$ cat src/pig_pkg.sv
// Shared constants, types and the luminance threshold table for the grayscale path.
package pig_pkg;

  localparam int unsigned CHAN_W = 8;
  localparam int unsigned LUMA_W = 24;
  localparam int unsigned LEVELS = 256;

  localparam logic [15:0] WEIGHT_R = 16'd13933;
  localparam logic [15:0] WEIGHT_G = 16'd46871;
  localparam logic [15:0] WEIGHT_B = 16'd4732;

  localparam logic [63:0] LUMA_FULL   = 64'd16711680;
  localparam logic [63:0] LINEAR_MAX  = (64'd31308 * LUMA_FULL) / 64'd10000000;
  localparam logic [63:0] LINEAR_GAIN = 64'd1292;
  localparam logic [63:0] LINEAR_DIV  = 64'd6553600;
  localparam logic [31:0] POWER_SCALE = 32'd10761;

  typedef enum logic {
    MODE_INVERT = 1'b0,
    MODE_GRAY   = 1'b1
  } op_mode_e;

  typedef logic [319:0] wide_t;
  typedef logic [LEVELS-1:0][LUMA_W-1:0] thresh_t;

  typedef struct packed {
    logic [CHAN_W-1:0] blue;
    logic [CHAN_W-1:0] green;
    logic [CHAN_W-1:0] red;
  } pixel_t;

  function automatic wide_t pow_wide(input logic [63:0] base, input int unsigned n);
    wide_t acc;
    acc = wide_t'(1);
    for (int unsigned i = 0; i < n; i++) begin
      acc = acc * wide_t'(base);
    end
    return acc;
  endfunction

  // smallest luminance reaching each output level
  function automatic thresh_t build_thresholds();
    thresh_t     t;
    wide_t       scale12;
    wide_t       lhs;
    wide_t       rhs;
    logic [63:0] lo;
    logic [63:0] hi;
    logic [63:0] mid;
    logic        hit;
    scale12 = pow_wide(64'(POWER_SCALE), 12);
    for (int unsigned k = 0; k < LEVELS; k++) begin
      lhs = pow_wide(64'(40 * k + 561), 12) * pow_wide(LUMA_FULL, 5);
      lo  = 64'd0;
      hi  = LUMA_FULL;
      for (int unsigned it = 0; it < LUMA_W + 1; it++) begin
        if (lo < hi) begin
          mid = (lo + hi) >> 1;
          if (mid <= LINEAR_MAX) begin
            hit = (mid * LINEAR_GAIN) >= (64'(k) * LINEAR_DIV);
          end else begin
            rhs = scale12 * pow_wide(mid, 5);
            hit = lhs <= rhs;
          end
          if (hit) begin
            hi = mid;
          end else begin
            lo = mid + 64'd1;
          end
        end
      end
      t[k] = lo[LUMA_W-1:0];
    end
    return t;
  endfunction

  localparam thresh_t THRESHOLDS = build_thresholds();

endpackage

$ cat src/pig_luma.sv
// Weighted sum of the colour channels into a 24-bit luminance.
module pig_luma
  import pig_pkg::*;
(
  input  pixel_t            pixel_i,
  output logic [LUMA_W-1:0] luma_o
);

  logic [LUMA_W-1:0] part_r;
  logic [LUMA_W-1:0] part_g;
  logic [LUMA_W-1:0] part_b;

  assign part_r = LUMA_W'(pixel_i.red)   * LUMA_W'(WEIGHT_R);
  assign part_g = LUMA_W'(pixel_i.green) * LUMA_W'(WEIGHT_G);
  assign part_b = LUMA_W'(pixel_i.blue)  * LUMA_W'(WEIGHT_B);
  assign luma_o = part_r + part_g + part_b;

endmodule

$ cat config.mk
export PLATFORM = sky130hd
export DESIGN_NAME = pig_luma
export DESIGN_NICKNAME = d
export VERILOG_FILES = /design/src/pig_pkg.sv /design/src/pig_luma.sv
export SDC_FILE = /design/constraint.sdc
export NUM_CORES = 1
export LEC_CHECK = 0
export BUFFER_PORTS_ARGS = -buffer_cell sky130_fd_sc_hd__buf_2
export CAP_MARGIN = 20
export CORE_MARGIN = 1.5
export CORE_UTILIZATION = 55
export DETAILED_ROUTE_END_ITERATION = 12
export GPL_ROUTABILITY_DRIVEN = 0
export PLACE_DENSITY = 0.78
export SYNTH_ARGS = -nofsm -noshare
export SYNTH_HDL_FRONTEND = slang
export SYNTH_SLANG_ARGS = --single-unit
export TNS_END_PERCENT = 30
$ cat constraint.sdc
create_clock -name vclk -period 12.2
set_clock_uncertainty 0.05 [all_clocks]
set_input_delay 2.44 -clock vclk [all_inputs]
set_output_delay 2.44 -clock vclk [all_outputs]
set_load 0.02 [all_outputs]
==> results_dict.tcl <==
set metrics [dict create \
    row_count 40 \
    n_antenna_cell 0 \
    dominant_combinational_cell_family_by_area_after_synthesis "adder cells" \
    status "finished clean" \
    num_io_pins 48 \
    setup.worst_path.end_class "output port" \
    viasPerCell 5.25 \
    synthesized_instance_count 721 \
    layout_worst_path_cycle_share 0.980 \
    number_of_detailed_routing_iterations_run_before_antenna_repair 4 \
    tightest_slew_ps 508 \
    max_cap_viol_count 0 \
    synth_fa_ha_area_frac 0.667 \
    first_drt_iteration_drcs 231 \
    slew_violations 0 \
    synthMuxAreaShare 0.00147 \
    finalCriticalPeriod_ps 11960 \
    critPathMaxStageDelay_ps 550 \
    antenna_found_initial 0 \
    relSlewSlack 0.661 \
    hold_viol_final 0 \
    detailedPlacementHpwl_um 13200 \
    routedWlPerCell_um 15.0 \
    clockBufferCount 0 \
    dieWidth_um 114 \
    min_path_cells 3 \
    syn_area_cell_um2 9.47 \
    antenna_violating_nets_post_route 0 \
    grt_max_degree 13 \
    area_of_the_core_um2 12100 \
    cp_max_fo 6 \
    grt_first_pass_wirelength_um 23600 \
    final_util 0.617 \
    floorplan.initialDensity 0.566 \
    timing.critical_path.arrival_ps 9470 \
    final_setup_violation_count 0 \
    min_to "luma_o[0]" \
    n_sequential_cell 0 \
    combined_buffer_and_inverter_count_along_the_critical_path 5 \
    worst_ep_required_time_ps 9710 \
    final-seq-area_um2 0 \
    synth_sequential_area_ratio 0 \
    num_vias 4978 \
    die_area_um2 13100 \
    synth_fp_nets 1026 \
    fin_tns_setup_ps 0 \
    groute.usage.overall 0.229 \
    holdCritStartpoint "pixel_i[0]" \
    drive_gt1_frac 0.123 \
    mappedNetlistArea_um2 6830 \
    die_height_um 114 \
    final_net_count 1087 \
    synthXorXnorAreaFrac 0.0346 \
    crit_path_frequent_cell "fa_1" \
    detail_route.wirelength_um 14200 \
    worst_path_dominant_cell_family "adder cells" \
    drc 0 \
    critical_path.startpoint_type "input port" \
    portBuffers 48 \
    class_of_the_tightest_hold_or_removal_check "in -> out" \
    netlist-cell-type-count 58 \
    fmax_mhz 83.6 \
    worst_path_max_delay_cell "fa_1" \
    first_global_vias 5067 \
    grt_remaining_overflow 0 \
    critical_path_class "in -> out" \
    synth_simple_gate_area_share 0.0694 \
    synthToLayoutAreaGrowth_pct 8.96 \
    synthesis.yosys.warnings 0 \
    post_synthesis_compound_gate_area_fraction 0.0980 \
]
[layout make-up]
cell class	instances	area [um^2]
multi-input combinational	491	6020
fill	997	4620
inverter	224	841
timing repair buffer	65	370
tap	168	210
[worst max path at each step]
stage               slack, ps  depth (start not counted)    endpoint        start
floorplan                 350                         24  luma_o[20]  pixel_i[21]
global placement           90                         25  luma_o[23]  pixel_i[21]
detailed placement        -80                         26  luma_o[22]  pixel_i[21]
CTS                        40                         25  luma_o[23]  pixel_i[21]
global route               -9                         28  luma_o[23]  pixel_i[22]
finish                    240                         26  luma_o[22]  pixel_i[22]
[cells in the mapped netlist, types with 3 or more instances]
master | count | area share
a211o_1 | 3 | 0.0038
a211oi_1 | 3 | 0.0033
a21o_1 | 17 | 0.019
a21oi_1 | 22 | 0.016
a31oi_1 | 5 | 0.0046
and3_1 | 3 | 0.0027
fa_1 | 138 | 0.40
ha_1 | 143 | 0.26
inv_1 | 224 | 0.12
nand2_1 | 14 | 0.0077
nand3_1 | 6 | 0.0044
nand3b_1 | 5 | 0.0055
nand4_1 | 5 | 0.0046
nor2_1 | 22 | 0.012
nor2b_1 | 4 | 0.0037
nor3_1 | 8 | 0.0059
nor3b_1 | 3 | 0.0033
o21a_1 | 5 | 0.0055
o21ai_0 | 11 | 0.0081
o21ai_1 | 3 | 0.0022
o21bai_1 | 3 | 0.0033
or2_2 | 3 | 0.0027
xnor2_1 | 18 | 0.023
xor2_1 | 9 | 0.012
[tightest hold or removal path, delay by kind of cell]
kind | cells | cell delay (ps)
fa+ha+maj | 1 | 160
buf+inv | 2 | 350
[timing repair]
item                                    4_1_cts  5_1_grt
pin swaps                                     0        9
endpoints found under the setup margin        4       10
hold endpoints to repair                      0        0
buffers inserted                              0        2
hold buffers                                  0        0
resized for setup                             2       13
[layout by cell type, fill, tap and decap left out, types with 9 or more instances in the layout]
cell type	instances
o21ai_0	11
a21oi_1	18
a21o_1	17
buf_2	47
ha_1	141
fa_1	137
buf_4	17
xor2_1	9
nand2_1	14
xnor2_1	17
nor2_1	21
inv_1	224
[logic make-up after synthesis]
| family | after synthesis |
|---|---|
| mux | 1 |
| fa+ha+maj | 281 |
| xor+xnor | 27 |
| buf+inv | 230 |
| simple gates | 87 |
| compound gates | 95 |
[metrics by stage]
step	hold slack (ps)	setup slack, ps	instance area, um^2	instances
2_1_floorplan	5030	349	6830	721
3_3_place_gp	5340	93.8	7350	946
3_5_place_dp	5360	-78.4	7350	946
4_1_cts	5360	42.5	7360	946
5_1_grt	5390	-9.13	7440	948
6_report	5350	241	7440	948
[layer usage]
metal	vias up	part of all wire	GRT usage
li1	2394	-	-
met1	2452	0.44	0.327
met2	120	0.50	0.403
met3	12	0.045	0.00741
met4	0	0.014	0.0300
met5	-	0	0
Power is left out: the tool's default activity adds up to more than one toggle a clock period on the data nets, which glitch-free logic cannot reach.
